$ cat config.mk
export PLATFORM = sky130hd
export DESIGN_NAME = line_position_steering_core
export DESIGN_NICKNAME = d
export VERILOG_FILES = /design/src/sv/lps_pkg.sv /design/src/sv/line_position_steering_core.sv
export VERILOG_INCLUDE_DIRS = /design/src /design/src/sv
export SDC_FILE = /design/constraint.sdc
export NUM_CORES = 2
export LEC_CHECK = 0
export BUFFER_PORTS_ARGS = -buffer_cell sky130_fd_sc_hd__buf_2
export CAP_MARGIN = 20
export CORE_MARGIN = 2
export CORE_UTILIZATION = 50
export DETAILED_ROUTE_END_ITERATION = 8
export PLACE_DENSITY = 0.66
export SETUP_SLACK_MARGIN = 0.2
export SLEW_MARGIN = 20
export SYNTH_ARGS = -nofsm -noshare
export SYNTH_HDL_FRONTEND = slang
export SYNTH_SLANG_ARGS = --single-unit
$ cat constraint.sdc
create_clock -name clk -period 7.93 [get_ports clk]
set_clock_uncertainty 0.1 [all_clocks]
set_input_delay 0.3965 -clock clk [delete_from_list [all_inputs] [get_ports clk]]
set_output_delay 0.3965 -clock clk [all_outputs]
set_load 0.05 [all_outputs]
$ cat src/sv/line_position_steering_core_macros.svh
// ----------------------------------------------------------------------------
// line position steering core assertion macros
// concurrent checks on the rising edge of clk, reporting through $error
// ----------------------------------------------------------------------------
`ifndef LINE_POSITION_STEERING_CORE_MACROS_SVH
`define LINE_POSITION_STEERING_CORE_MACROS_SVH

`ifndef NO_ASSERTIONS

// checked outside reset only
`define LPS_ASSERT(name, prop, msg) \
    name: assert property (@(posedge clk) disable iff (!rst_n) (prop)) else $error(msg);

// checked at every edge, reset included
`define LPS_ASSERT_RST(name, prop, msg) \
    name: assert property (@(posedge clk) (prop)) else $error(msg);

`else

`define LPS_ASSERT(name, prop, msg)
`define LPS_ASSERT_RST(name, prop, msg)

`endif

`endif

$ cat src/sv/lps_pkg.sv
// ----------------------------------------------------------------------------
// lps_pkg
// types, widths and constants of the line position steering core
// ----------------------------------------------------------------------------
package lps_pkg;

    localparam int CHANNELS    = 6;
    localparam int SAMPLE_BITS = 12;
    localparam int CMD_W       = 2;
    localparam int POS_W       = 20;
    localparam int SPEED_W     = 15;
    localparam int GAIN_W      = 16;

    localparam int CFG_INDEX_W = 2;
    localparam int CFG_DATA_W  = 16;

    // q1.15 channel levels, 0..1.0 inclusive
    localparam int Q15_BITS = 15;
    localparam int Q15_W    = Q15_BITS + 1;
    localparam logic [Q15_W-1:0] Q15_ONE = Q15_W'(1 << Q15_BITS);

    localparam int CH_W     = (CHANNELS > 1) ? $clog2(CHANNELS) : 1;
    localparam int SPAN_W   = SAMPLE_BITS + 1;
    localparam int WEIGHT_W = $clog2(CHANNELS) + 2;

    // weighted sum bound: sum of |2i-(C-1)| is at most C*C/2
    localparam int WSUM_MAX = (CHANNELS * CHANNELS) / 2;
    localparam int FRESH_W  = $clog2(WSUM_MAX * (1 << Q15_BITS) + 1) + 1;

    // 9*avg + fresh
    localparam int T_W      = (((POS_W + 4) > FRESH_W) ? (POS_W + 4) : FRESH_W) + 1;
    localparam int DIV_W    = T_W;
    localparam int DVS_W    = (SAMPLE_BITS > 4) ? SAMPLE_BITS : 4;
    localparam int CNT_W    = $clog2(DIV_W + 1);

    localparam int AVG_KEEP    = 9;
    localparam int AVG_DIVISOR = 10;

    // divide by ten as multiply by ceil(2^27/10), exact for magnitudes below 2^26
    localparam int AVG_RECIP_SHIFT = 27;
    localparam int AVG_RECIP_W     = 24;
    localparam logic [AVG_RECIP_W-1:0] AVG_RECIP =
        AVG_RECIP_W'(((1 << AVG_RECIP_SHIFT) + AVG_DIVISOR - 1) / AVG_DIVISOR);
    localparam int RECIP_PROD_W    = DIV_W + AVG_RECIP_W;

    localparam logic signed [T_W-1:0] AVG_HI = T_W'((1 << (POS_W - 1)) - 1);
    localparam logic signed [T_W-1:0] AVG_LO = T_W'(-(1 << (POS_W - 1)));

    // largest magnitude a smoothed position can reach from the weighted sum
    localparam logic signed [T_W-1:0] POS_BOUND =
        T_W'(((CHANNELS * CHANNELS) / 4) * (1 << Q15_BITS));

    localparam int PROD_W     = POS_W + GAIN_W + 1;
    localparam int GAIN_SHIFT = 16;
    localparam int DIFF_W     = PROD_W - GAIN_SHIFT;
    localparam int SPD_CALC_W = DIFF_W + 1;
    localparam logic signed [PROD_W-1:0] GAIN_BIAS = PROD_W'((1 << GAIN_SHIFT) - 1);

    localparam logic [CMD_W-1:0] CMD_RUN   = 2'd0;
    localparam logic [CMD_W-1:0] CMD_WHITE = 2'd1;
    localparam logic [CMD_W-1:0] CMD_BLACK = 2'd2;

    localparam logic [CFG_INDEX_W-1:0] REG_STEER_GAIN = 2'd0;
    localparam logic [CFG_INDEX_W-1:0] REG_BASE_SPEED = 2'd1;

    localparam logic [GAIN_W-1:0]  GAIN_RESET = GAIN_W'(1000);
    localparam logic [SPEED_W-1:0] BASE_RESET = SPEED_W'(20000);

    typedef logic [SAMPLE_BITS-1:0] sample_t;

    typedef struct packed {
        logic [CMD_W-1:0] command;
        sample_t          sample_0;
        sample_t          sample_1;
        sample_t          sample_2;
        sample_t          sample_3;
        sample_t          sample_4;
        sample_t          sample_5;
    } in_item_t;

    typedef struct packed {
        logic signed [POS_W-1:0] position;
        logic [SPEED_W-1:0]      left_speed;
        logic [SPEED_W-1:0]      right_speed;
    } out_item_t;

    // centroid weight 2i-(C-1), in half sensor pitches
    function automatic logic signed [WEIGHT_W-1:0] channel_weight(input logic [CH_W-1:0] ch);
        return WEIGHT_W'(2 * int'(ch) - (CHANNELS - 1));
    endfunction

endpackage

$ cat src/sv/line_position_steering_core.sv
// ----------------------------------------------------------------------------
// line_position_steering_core
// six channel reflectance line sensor: calibration capture, weighted centroid,
// first order smoothing and proportional differential wheel speeds
// ----------------------------------------------------------------------------
//  channel   direction   handshake               payload
//  in        sink        in_valid / in_ready     in_data   (command, six samples)
//  out       source      out_valid / out_ready   out_data  (position, wheel speeds)
//  cfg       sink        cfg_write               cfg_index, cfg_data
//
//  a run scan goes from transfer to result through each channel in turn, the
//  15 step restoring divider only for a channel whose level needs it, and the
//  smoothing divide by ten is a single reciprocal multiply
//  capture scans and the unused command skip the channel and smoothing steps and return a result
//  in_ready is high only while idle; one finished result may wait in the output
//  register while the next scan is taken, and the sequencer holds if it is full
//  reset gives full scale white, zero black, zero position and default registers
// ----------------------------------------------------------------------------
`include "line_position_steering_core_macros.svh"

module line_position_steering_core
(
    input  logic                                  clk,
    input  logic                                  rst_n,

    input  logic                                  in_valid,
    output logic                                  in_ready,
    input  lps_pkg::in_item_t                     in_data,

    output logic                                  out_valid,
    input  logic                                  out_ready,
    output lps_pkg::out_item_t                    out_data,

    input  logic                                  cfg_write,
    input  logic [lps_pkg::CFG_INDEX_W-1:0]       cfg_index,
    input  logic [lps_pkg::CFG_DATA_W-1:0]        cfg_data
);

    typedef enum logic [3:0]
    {
        ST_IDLE,
        ST_CH_SETUP,
        ST_CH_DIV,
        ST_CH_ACC,
        ST_AVG_SETUP,
        ST_AVG_DIV,
        ST_AVG_DONE,
        ST_MUL,
        ST_SPEED,
        ST_OUT
    } state_t;

    state_t                               state_reg;
    logic                                 out_valid_reg;
    lps_pkg::out_item_t                   out_data_reg;

    logic [lps_pkg::GAIN_W-1:0]           gain_reg;
    logic [lps_pkg::SPEED_W-1:0]          base_reg;

    lps_pkg::sample_t                     white_reg [lps_pkg::CHANNELS];
    lps_pkg::sample_t                     black_reg [lps_pkg::CHANNELS];
    lps_pkg::sample_t                     scan_reg  [lps_pkg::CHANNELS];
    lps_pkg::sample_t                     scan_in   [lps_pkg::CHANNELS];
    logic signed [lps_pkg::POS_W-1:0]     smoothed_reg;

    logic [lps_pkg::CH_W-1:0]             ch_reg;
    logic [lps_pkg::CNT_W-1:0]            cnt_reg;
    logic [lps_pkg::DVS_W-1:0]            rem_reg;
    logic [lps_pkg::DVS_W-1:0]            divisor_reg;
    logic [lps_pkg::DIV_W-1:0]            quo_reg;
    logic [lps_pkg::Q15_W-1:0]            q_reg;
    logic signed [lps_pkg::FRESH_W-1:0]   acc_reg;
    logic                                 neg_reg;
    logic signed [lps_pkg::PROD_W-1:0]    prod_reg;
    logic [lps_pkg::SPEED_W-1:0]          left_reg;
    logic [lps_pkg::SPEED_W-1:0]          right_reg;

    logic                                 in_xfer;
    logic                                 out_load;
    logic                                 div_last;

    // channel setup
    lps_pkg::sample_t                     cur_x;
    lps_pkg::sample_t                     cur_white;
    lps_pkg::sample_t                     cur_black;
    logic signed [lps_pkg::SPAN_W-1:0]    span;
    logic signed [lps_pkg::SPAN_W-1:0]    num;
    logic signed [lps_pkg::SPAN_W-1:0]    span_neg;
    logic signed [lps_pkg::SPAN_W-1:0]    num_neg;
    logic [lps_pkg::SAMPLE_BITS-1:0]      span_mag;
    logic [lps_pkg::SAMPLE_BITS-1:0]      num_mag;
    logic                                 level_zero;
    logic                                 level_full;

    // restoring divider step
    logic [lps_pkg::DVS_W:0]              div_shift;
    logic [lps_pkg::DVS_W:0]              div_trial;
    logic                                 div_take;
    logic [lps_pkg::DVS_W-1:0]            rem_next;
    logic [lps_pkg::DIV_W-1:0]            quo_next;

    // accumulate
    logic signed [lps_pkg::FRESH_W-1:0]   q_ext;
    logic signed [lps_pkg::FRESH_W-1:0]   w_ext;
    logic signed [lps_pkg::FRESH_W-1:0]   term;

    // smoothing
    logic signed [lps_pkg::T_W-1:0]       s_ext;
    logic signed [lps_pkg::T_W-1:0]       t_sum;
    logic [lps_pkg::T_W-1:0]              t_mag;
    logic [lps_pkg::RECIP_PROD_W-1:0]     recip_prod;
    logic signed [lps_pkg::T_W-1:0]       avg_full;
    logic signed [lps_pkg::POS_W-1:0]     smoothed_next;

    // steering
    logic signed [lps_pkg::GAIN_W:0]      gain_s;
    logic signed [lps_pkg::PROD_W-1:0]    prod_adj;
    logic signed [lps_pkg::DIFF_W-1:0]    diff;
    logic signed [lps_pkg::SPD_CALC_W-1:0] diff_s;
    logic signed [lps_pkg::SPD_CALC_W-1:0] base_s;
    logic signed [lps_pkg::SPD_CALC_W-1:0] wheel;
    logic                                 diff_pos;
    logic [lps_pkg::SPEED_W-1:0]          wheel_clip;
    logic [lps_pkg::SPEED_W-1:0]          left_next;
    logic [lps_pkg::SPEED_W-1:0]          right_next;

    assign in_ready  = (state_reg == ST_IDLE);
    assign in_xfer   = in_valid && in_ready;
    assign out_valid = out_valid_reg;
    assign out_data  = out_data_reg;
    assign out_load  = (state_reg == ST_OUT) && (!out_valid_reg || out_ready);
    assign div_last  = (cnt_reg == lps_pkg::CNT_W'(1));

    assign scan_in[0] = in_data.sample_0;
    assign scan_in[1] = in_data.sample_1;
    assign scan_in[2] = in_data.sample_2;
    assign scan_in[3] = in_data.sample_3;
    assign scan_in[4] = in_data.sample_4;
    assign scan_in[5] = in_data.sample_5;

    // normalisation of the current channel
    assign cur_x     = scan_reg[ch_reg];
    assign cur_white = white_reg[ch_reg];
    assign cur_black = black_reg[ch_reg];
    assign span      = $signed({1'b0, cur_white}) - $signed({1'b0, cur_black});
    assign num       = $signed({1'b0, cur_x}) - $signed({1'b0, cur_black});
    assign span_neg  = -span;
    assign num_neg   = -num;
    assign span_mag  = span[lps_pkg::SPAN_W-1] ? span_neg[lps_pkg::SAMPLE_BITS-1:0]
                                               : span[lps_pkg::SAMPLE_BITS-1:0];
    assign num_mag   = num[lps_pkg::SPAN_W-1] ? num_neg[lps_pkg::SAMPLE_BITS-1:0]
                                              : num[lps_pkg::SAMPLE_BITS-1:0];
    // quotient zero, negative or undefined (zero span) clamps to zero
    assign level_zero = (span == '0) || (num == '0) ||
                        (span[lps_pkg::SPAN_W-1] != num[lps_pkg::SPAN_W-1]);
    // quotient at or above one clamps to one
    assign level_full = (num_mag >= span_mag);

    // restoring division, one quotient bit per cycle
    assign div_shift = {rem_reg, quo_reg[lps_pkg::DIV_W-1]};
    assign div_trial = div_shift - {1'b0, divisor_reg};
    assign div_take  = !div_trial[lps_pkg::DVS_W];
    assign rem_next  = div_take ? div_trial[lps_pkg::DVS_W-1:0] : div_shift[lps_pkg::DVS_W-1:0];
    assign quo_next  = {quo_reg[lps_pkg::DIV_W-2:0], div_take};

    assign q_ext = $signed(lps_pkg::FRESH_W'(q_reg));
    assign w_ext = lps_pkg::FRESH_W'(lps_pkg::channel_weight(ch_reg));
    assign term  = q_ext * w_ext;

    // 9*avg + fresh, split into sign and magnitude for the divide by ten
    assign s_ext = lps_pkg::T_W'(smoothed_reg);
    assign t_sum = s_ext * lps_pkg::T_W'(lps_pkg::AVG_KEEP) + lps_pkg::T_W'(acc_reg);
    assign t_mag = t_sum[lps_pkg::T_W-1] ? unsigned'(-t_sum) : unsigned'(t_sum);

    // magnitude held in quo_reg, quotient is the product shifted down
    assign recip_prod = quo_reg * lps_pkg::AVG_RECIP;

    assign avg_full = neg_reg ? -$signed(quo_reg) : $signed(quo_reg);
    always_comb
    begin
        if (avg_full > lps_pkg::AVG_HI)
        begin
            smoothed_next = lps_pkg::POS_W'(lps_pkg::AVG_HI);
        end
        else if (avg_full < lps_pkg::AVG_LO)
        begin
            smoothed_next = lps_pkg::POS_W'(lps_pkg::AVG_LO);
        end
        else
        begin
            smoothed_next = lps_pkg::POS_W'(avg_full);
        end
    end

    // diff = avg*gain/65536 rounded toward zero
    assign gain_s   = $signed({1'b0, gain_reg});
    assign prod_adj = prod_reg + (prod_reg[lps_pkg::PROD_W-1] ? lps_pkg::GAIN_BIAS : '0);
    assign diff     = prod_adj[lps_pkg::PROD_W-1:lps_pkg::GAIN_SHIFT];
    assign diff_s   = lps_pkg::SPD_CALC_W'(diff);
    assign base_s   = $signed(lps_pkg::SPD_CALC_W'(base_reg));
    assign diff_pos = !diff[lps_pkg::DIFF_W-1] && (diff != '0);
    assign wheel    = diff_pos ? (base_s - diff_s) : (base_s + diff_s);
    assign wheel_clip = wheel[lps_pkg::SPD_CALC_W-1] ? '0 : wheel[lps_pkg::SPEED_W-1:0];
    assign left_next  = diff_pos ? wheel_clip : base_reg;
    assign right_next = diff_pos ? base_reg : wheel_clip;

    // sequencer, calibration and smoothed state, output register
    always_ff @(posedge clk or negedge rst_n)
    begin
        if (!rst_n)
        begin
            state_reg     <= ST_IDLE;
            out_valid_reg <= 1'b0;
            out_data_reg  <= '0;
            smoothed_reg  <= '0;
            for (int i = 0; i < lps_pkg::CHANNELS; i++)
            begin
                white_reg[i] <= '1;
                black_reg[i] <= '0;
            end
        end
        else
        begin
            if (out_load)
            begin
                out_valid_reg <= 1'b1;
                out_data_reg  <= '{position: smoothed_reg, left_speed: left_reg,
                                   right_speed: right_reg};
            end
            else if (out_ready)
            begin
                out_valid_reg <= 1'b0;
            end

            case (state_reg)
                ST_IDLE:
                begin
                    if (in_xfer)
                    begin
                        if (in_data.command == lps_pkg::CMD_RUN)
                        begin
                            state_reg <= ST_CH_SETUP;
                        end
                        else
                        begin
                            state_reg <= ST_OUT;
                        end
                        if (in_data.command == lps_pkg::CMD_WHITE)
                        begin
                            white_reg <= scan_in;
                        end
                        if (in_data.command == lps_pkg::CMD_BLACK)
                        begin
                            black_reg <= scan_in;
                        end
                    end
                end
                ST_CH_SETUP:
                begin
                    state_reg <= (level_zero || level_full) ? ST_CH_ACC : ST_CH_DIV;
                end
                ST_CH_DIV:
                begin
                    if (div_last)
                    begin
                        state_reg <= ST_CH_ACC;
                    end
                end
                ST_CH_ACC:
                begin
                    if (ch_reg == lps_pkg::CH_W'(lps_pkg::CHANNELS - 1))
                    begin
                        state_reg <= ST_AVG_SETUP;
                    end
                    else
                    begin
                        state_reg <= ST_CH_SETUP;
                    end
                end
                ST_AVG_SETUP:
                begin
                    state_reg <= ST_AVG_DIV;
                end
                ST_AVG_DIV:
                begin
                    state_reg <= ST_AVG_DONE;
                end
                ST_AVG_DONE:
                begin
                    smoothed_reg <= smoothed_next;
                    state_reg    <= ST_MUL;
                end
                ST_MUL:
                begin
                    state_reg <= ST_SPEED;
                end
                ST_SPEED:
                begin
                    state_reg <= ST_OUT;
                end
                ST_OUT:
                begin
                    if (out_load)
                    begin
                        state_reg <= ST_IDLE;
                    end
                end
                default:
                begin
                    state_reg <= ST_IDLE;
                end
            endcase
        end
    end

    // datapath working registers
    always_ff @(posedge clk)
    begin
        case (state_reg)
            ST_IDLE:
            begin
                if (in_xfer)
                begin
                    scan_reg  <= scan_in;
                    ch_reg    <= '0;
                    acc_reg   <= '0;
                    left_reg  <= '0;
                    right_reg <= '0;
                end
            end
            ST_CH_SETUP:
            begin
                if (level_zero)
                begin
                    q_reg <= '0;
                end
                else if (level_full)
                begin
                    q_reg <= lps_pkg::Q15_ONE;
                end
                else
                begin
                    rem_reg     <= lps_pkg::DVS_W'(num_mag);
                    divisor_reg <= lps_pkg::DVS_W'(span_mag);
                    quo_reg     <= '0;
                    cnt_reg     <= lps_pkg::CNT_W'(lps_pkg::Q15_BITS);
                end
            end
            ST_CH_DIV:
            begin
                rem_reg <= rem_next;
                quo_reg <= quo_next;
                cnt_reg <= cnt_reg - lps_pkg::CNT_W'(1);
                if (div_last)
                begin
                    q_reg <= lps_pkg::Q15_W'(quo_next[lps_pkg::Q15_BITS-1:0]);
                end
            end
            ST_CH_ACC:
            begin
                acc_reg <= acc_reg + term;
                ch_reg  <= ch_reg + lps_pkg::CH_W'(1);
            end
            ST_AVG_SETUP:
            begin
                neg_reg <= t_sum[lps_pkg::T_W-1];
                quo_reg <= lps_pkg::DIV_W'(t_mag);
            end
            ST_AVG_DIV:
            begin
                quo_reg <= lps_pkg::DIV_W'(
                    recip_prod[lps_pkg::RECIP_PROD_W-1:lps_pkg::AVG_RECIP_SHIFT]);
            end
            ST_MUL:
            begin
                prod_reg <= smoothed_reg * gain_s;
            end
            ST_SPEED:
            begin
                left_reg  <= left_next;
                right_reg <= right_next;
            end
            default:
            begin
            end
        endcase
    end

    // configuration registers
    always_ff @(posedge clk or negedge rst_n)
    begin
        if (!rst_n)
        begin
            gain_reg <= lps_pkg::GAIN_RESET;
            base_reg <= lps_pkg::BASE_RESET;
        end
        else if (cfg_write)
        begin
            case (cfg_index)
                lps_pkg::REG_STEER_GAIN: gain_reg <= cfg_data[lps_pkg::GAIN_W-1:0];
                lps_pkg::REG_BASE_SPEED: base_reg <= cfg_data[lps_pkg::SPEED_W-1:0];
                default:
                begin
                end
            endcase
        end
    end

    `LPS_ASSERT_RST(a_reset_no_result, !rst_n |=> !out_valid, "result valid after reset")

    `LPS_ASSERT(a_busy_after_transfer, in_xfer |=> !in_ready, "scan taken while still busy")

    `LPS_ASSERT(a_div_remainder, (state_reg == ST_CH_DIV) |-> (rem_reg < divisor_reg), "divider remainder not below divisor")

    `LPS_ASSERT(a_speed_limit, out_valid |-> (out_data.left_speed <= base_reg && out_data.right_speed <= base_reg), "wheel speed above base speed")

    `LPS_ASSERT(a_position_bound, out_valid |-> (lps_pkg::T_W'(out_data.position) <= lps_pkg::POS_BOUND && lps_pkg::T_W'(out_data.position) >= -lps_pkg::POS_BOUND), "position outside centroid range")

endmodule
# ---- Word level (Yosys, flattened, before mapping)
# Cells that the tools add are included.
dict set report op_classes {
  n_eq_ne 21
  mux 50
  n_shift 0
  n_bitwise 3
  n_addsub 15
  reduce_logical 33
  magnitude_cmp 4
  n_div 0
  mul 4
}
# cell count
set op_table {}
lappend op_table {{two-way mux 12 bit} 11}
lappend op_table {{binary-select mux 12 bit (select 3 bit)} 3}
lappend op_table {{two-way mux 25 bit} 4}
lappend op_table {{one-hot mux 25 bit (4 select lines)} 1}
lappend op_table {{two-way mux 16 bit} 4}
lappend op_table {{two-way mux 15 bit} 4}
lappend op_table {{one-hot mux 15 bit (2 select lines)} 2}
lappend op_table {{negation 25 bit} 2}
lappend op_table {{multiplier 25 x 24 -> 49 bit (second input constant)} 1}
lappend op_table {{one-hot mux 21 bit (2 select lines)} 1}
lappend op_table {{two-way mux 20 bit} 2}
lappend op_table {{one-hot mux 4 bit (10 select lines)} 1}
lappend op_table {{adder 37 x 16 -> 37 bit} 1}
lappend op_table {{multiplier 20 x 17 -> 37 bit} 1}
lappend op_table {{one-hot mux 16 bit (2 select lines)} 1}
lappend op_table {{logical NOT 13 bit} 2}
lappend op_table {{subtractor 12 x 12 -> 13 bit} 2}
lappend op_table {{adder 25 x 21 -> 25 bit} 1}
lappend op_table {{> comparator 25 x 20 -> 1 bit (second input constant)} 1}
lappend op_table {{< comparator 25 x 20 -> 1 bit (second input constant)} 1}
lappend op_table {{multiplier 20 x 5 -> 25 bit (second input constant)} 1}
lappend op_table {{negation 12 bit} 2}
lappend op_table {{one-hot mux 12 bit (2 select lines)} 1}
lappend op_table {{adder 16 x 21 -> 22 bit} 1}
lappend op_table {{41 further kinds} 79}
dict set report word_totals {
  latch_bits 0
  inputBits 97
  ramBits 0
  ff_bits 484
  n_memories 0
  word_cells 167
  romBits 0
}

# ---- Longest topological paths before layout
dict set report logic_depth {
  ltp_word 11
  mapped_depth 31
}

# ---- Worst setup path before layout
# No wires, ideal clock.
dict set report synth_path {
  path_kind {reg-to-reg}
  from {register ch_reg[0] in the netlist's numbering}
  to {register quo_reg[0] in the netlist's numbering (enable)}
  stages_incl_launch_ff 30
  required_time_ns 7.446
  path_slack_ns 0.613
  t_arrival_ns 6.833
  synth_period_minus_slack_ns 7.317
  path_cell_list {edfxtp_1 -> clkbuf_1 -> clkbuf_1 -> clkbuf_1 -> mux2i_1 -> o21ai_0 -> ha_1 -> inv_1 -> fa_1 -> a21o_1 -> a21oi_1 -> o21ai_0 -> a21oi_1 -> o21ai_0 -> a21o_1 -> a2111o_1 -> clkbuf_1 -> and2_1 -> mux2_2 -> ha_1 -> a21o_1 -> a21o_1 -> a21oi_1 -> nor2b_1 -> o21ai_0 -> a21oi_1 -> a31oi_1 -> o21ai_0 -> a21oi_1 -> a221o_1}
}
dict set report synth_via {
  elab_chain_len 10
  word_cells_on_any_way 25
  cone_classes {add/sub: 4; order compare: 1; eq/ne: 3; mux: 11; bitwise: 1; reduce/logical: 5}
}
# item line
set synth_lines {}
lappend synth_lines {{from (decl)} line_position_steering_core.sv:66} ;# logic [lps_pkg::CH_W-1:0] ch_reg;
lappend synth_lines {{from (signal assigned)} line_position_steering_core.sv:362} ;# ch_reg <= ch_reg + lps_pkg::CH_W'(1);
lappend synth_lines {{NOT 3 -> 4 bit (not written as such) (*)} {line_position_steering_core.sv:142, line_position_steering_core.sv:143, line_position_steering_core.sv:144}}
lappend synth_lines {{binary-select mux 12 bit (select 3 bit), on equally long branches} {line_position_steering_core.sv:142, line_position_steering_core.sv:143, line_position_steering_core.sv:144}}
lappend synth_lines {{two-way mux 12 bit, on equally long branches (2 in a row)} {line_position_steering_core.sv:142, line_position_steering_core.sv:143, line_position_steering_core.sv:144}}
lappend synth_lines {{subtractor 12 x 12 -> 13 bit, on equally long branches} {line_position_steering_core.sv:146, line_position_steering_core.sv:145}}
lappend synth_lines {{negation 12 bit, or another cell as far along} line_position_steering_core.sv:148} ;# assign num_neg = -num;
lappend synth_lines {{two-way mux 12 bit, or another cell as far along} line_position_steering_core.sv:151} ;# assign num_mag = num[lps_pkg::SPAN_W-1] ? num_neg[lps_pkg::SAMPLE_BITS-1:0]
lappend synth_lines {{>= comparator 12 bit / logical OR 1 bit (equally long branches)} {line_position_steering_core.sv:157, line_position_steering_core.sv:154}}
lappend synth_lines {{inequality test 2 bit (no source line)} -}
lappend synth_lines {{AND reduction 3 bit (no source line) (*)} -}
lappend synth_lines {{to (signal assigned)} line_position_steering_core.sv:352} ;# quo_reg <= quo_next;
lappend synth_lines {{to (signal assigned)} line_position_steering_core.sv:367} ;# quo_reg <= lps_pkg::DIV_W'(t_mag);
lappend synth_lines {{to (signal assigned)} line_position_steering_core.sv:371} ;# quo_reg <= lps_pkg::DIV_W'(
lappend synth_lines {{to (decl)} line_position_steering_core.sv:70} ;# logic [lps_pkg::DIV_W-1:0] quo_reg;
# Every way passes the cells marked *; elsewhere a longest branch is shown, timed or not. The select of a mux whose other input is x is not followed.
# A chain may end at the register's enable or synchronous reset.

# ---- Worst setup path after layout
dict set report layout_path {
  from {register quo_reg[12] in the netlist's numbering}
  to {register quo_reg[19] in the netlist's numbering (data pin)}
}
dict set report layout_via {
  elab_chain_len 2
}
# item line
set layout_lines {}
lappend layout_lines {{multiplier 25 x 24 -> 49 bit} line_position_steering_core.sv:176} ;# assign recip_prod = quo_reg * lps_pkg::AVG_RECIP;
lappend layout_lines {{one-hot mux 25 bit (4 select lines)} line_position_steering_core.sv:319} ;# case (state_reg)
# No other way between the ends.

==> metrics.md <==
| Metric | Value |
|---|---|
| Run status | `finished clean` |
| Clk buf depth | `3` |
| RSZ-0062 raised after global routing | `yes` |
| Grt met1 use | `33.79%` |
| Post-synth ARST share | `51.65%` |
| I/O pins | `149` |
| Hold Path Stages | `3` |
| Synth Flop Type | `edfxtp_1` |
| CP arrival | `7830 ps` |
| DRC | `0` |
| Least-Margin Pin Slew | `between 1000 and 1500 ps` |
| FF-to-FF Start | `quo_reg[12]` |
| Clk pin slew, worst setup/hold paths | `70 ps` |
| Worst EP required | `slightly above 8000 ps` |
| DIE AREA | `107,900 um2` |
| Worst r2r dst | `quo_reg[19]` |
| Worst Path Max Fanout | `5` |
| Iteration-0 DRC Markers | `2,257` |
| Yosys reg bits | `484` |
| First-pass DRT Iterations | `5` |
| Top-area cell type share of the netlist area | `between 20 and 25%` |
| Post-synth EDFFs | `234` |
| DR vias | `36,570` |
| Final period util | `94.50%` |
| Vias per cell | `5.439` |
| Hold Path Origin | `out_ready` |
| Hold Path End | `out_valid` |
| Cells after DPL | `6,515` |
| Initial core utilization | `50.25%` |
| Routed WL | `131,700 um` |
| Reg2reg path depth | `24` |
| Most frequent cells in the layout | `inv_1, fa_1, ha_1` |
| H-Tree Depth | `2` |
| CP Capture Type | `register` |
| Total track usage | `24.90%` |
| Max Slew Vio Count | `0` |
| Nature of the critical path startpoint | `register` |
| Initial antenna violation count | `6` |
| Avg WL per Cell | `19.59 um` |
| Max-Cap Viols | `0` |
| Synth area leaders | `fa_1, ha_1, edfxtp_1` |
| Slew headroom | `26.40%` |
| Cell area after synthesis | `52,670 um2` |
| GR peak layer | `met2` |
| First-pass GRT wire length | `around 210,000 um` |
| Final Net Count | `6,595` |
| Syn nets | `roughly 6,300` |
| Vias in the first global route | `~38,000` |
| Seq/Total Area, Yosys | `25.42%` |
| Die height | `328.6 um` |
| Setup TNS Final | `0 ps` |
| # port buffers | `148` |
| Area Overhead vs Synth | `10.64%` |
| Clock Latency Late Sink | `690 ps` |
| Largest net degree at the start of global routing | `151` |
| Dpl hpwl | `105,500 um` |
| Most common cell after layout, fill and taps aside | `inv_1` |
| Mean Syn Cell Area | `between 10 and 15 um2` |
| # rows | `between 100 and 150` |
| CTS tree | `done` |
| Reg2reg setup slack | `440 ps` |
| Synth unique cells | `93` |
| Tmin final | `between 7000 and 8000 ps` |
| Yosys warning count | `0` |
| Final global-route overflow total | `0` |
| Fmax | `approximately 0.13 GHz` |
| Root buffer cell | `clkbuf_16` |
| M2 GR Usage | `42.00%` |
| Fillers | `about 9,000` |
| Core area | `104,800 um2` |
| Setup Viol. Count Final | `0` |
| GR Layer Usage met3 | `3.395%` |
| Post-route ant nets | `0` |
| RD Place Congestion | `0.9407` |
| Final Non-Filler Cells | `6,724` |
| CTS Sinks | `484` |
| CTS buffer count | `55` |
| Syn Inst Count | `slightly above 5,000` |
| Fin. Hold Viols | `0` |
| Synth area leader | `fa_1` |
| Worst setup path category | `reg2reg` |
| Ratio of cells with drive above 1 in the final layout | `14.41%` |
| Hold/Removal Path Class | `in2reg` |
| Die width | `about 330 um` |
[through the flow]
| stage | hold WS [ps] | cell area [um2] | util, % | worst slack, ps |
|---|---|---|---|---|
| 6_report | 90.32 | 58270 | 55.59 | 436.4 |
| 2_1_floorplan | 0.9089 | 52670 | - | 613.1 |
| 3_3_place_gp | 359.0 | 55310 | 52.77 | 339.4 |
| 5_1_grt | 181.2 | 58270 | 55.59 | 188.0 |
| 4_1_cts | 123.0 | 58120 | 55.44 | 256.7 |
| 3_5_place_dp | 364.4 | 55330 | 52.78 | 278.2 |
[worst max-delay path by stage]
| stage | startpoint | endpoint | slack (ps) | depth (start not counted) |
|---|---|---|---|---|
| 2_1_floorplan | ch_reg[0] | quo_reg[0] | 610 | 29 |
| 3_3_place_gp | quo_reg[10] | quo_reg[19] | 340 | 26 |
| 3_5_place_dp | quo_reg[10] | quo_reg[19] | 280 | 26 |
| 4_1_cts | quo_reg[10] | quo_reg[19] | 260 | 26 |
| 5_1_grt | quo_reg[12] | quo_reg[19] | 190 | 24 |
| 6_report | quo_reg[12] | quo_reg[19] | 440 | 24 |
[cell type report]
cell class | count | area [um2] | area share [%]
tap | 1391 | 1740 | 2.987
clock buffer | 70 | 1546 | 2.654
antenna | 2 | 5.005 | 0.008589
clock inverter | 34 | 351.6 | 0.6034
inverter | 1007 | 3781 | 6.489
sequential | 484 | 13420 | 23.02
multi-input combinational | 3397 | 34980 | 60.04
timing repair buffer | 339 | 2445 | 4.196
[routing by layer]
| layer | routed length (um) | up-vias | share of wire [%] |
|---|---|---|---|
| met5 | 13 | - | 0.0099 |
| met4 | 3469 | 2 | 2.6 |
| met3 | 7047 | 183 | 5.3 |
| met2 | 64250 | 922 | 49 |
| met1 | 56950 | 18530 | 43 |
| li1 | - | 16940 | - |
[logic make-up after synthesis]
kind of cell | Yosys count | share of synthesized area (%)
mux | 315 | 7.386
xor+xnor | 221 | 3.711
buf+inv | 1155 | 8.300
flops | 484 | 25.42
fa+ha+maj | 1214 | 37.88
compound gates | 616 | 7.742
simple gates | 1031 | 9.567
[worst max-delay path: stages (launching register included)]
cell	delay, ps
edfxtp_1	530
inv_1	170
ha_1	460
fa_1	550
inv_1	50
fa_1	470
inv_1	50
fa_1	500
fa_1	510
fa_1	490
inv_1	50
fa_1	470
inv_1	40
ha_1	300
nand4_1	140
nor4b_1	290
a22oi_1	130
a21oi_1	300
a21oi_2	160
a211o_1	330
a21oi_2	280
a221o_1	300
mux2i_1	200
a21oi_1	70
a211o_1	280
[Yosys cell counts, types with 18 or more instances]
cell type	count
nand2b_1	46
clkbuf_1	128
edfxtp_1	234
o31ai_1	24
a31oi_1	26
and2_1	167
ha_1	580
nand2_1	345
and3_1	21
nand3_1	39
or3_1	18
nor2_1	216
xor2_1	82
nor3_1	51
nor2b_1	41
mux2_2	229
o21ai_0	122
nand4_1	19
o21a_1	21
dfstp_2	83
mux4_2	36
xnor2_1	138
inv_1	1005
a21o_1	43
fa_1	634
dfrtp_1	167
mux2i_1	50
a21oi_1	201
[timing repair]
item,4_1_cts,5_1_grt
hold buffers,89,0
buffers inserted,0,14
endpoints found under the setup margin,0,40
endpoints found under the hold margin,333,0
gates resized for setup,0,20
Power is left out: the tool's default activity adds up to more than one toggle a clock period on the data nets, which glitch-free logic cannot reach.
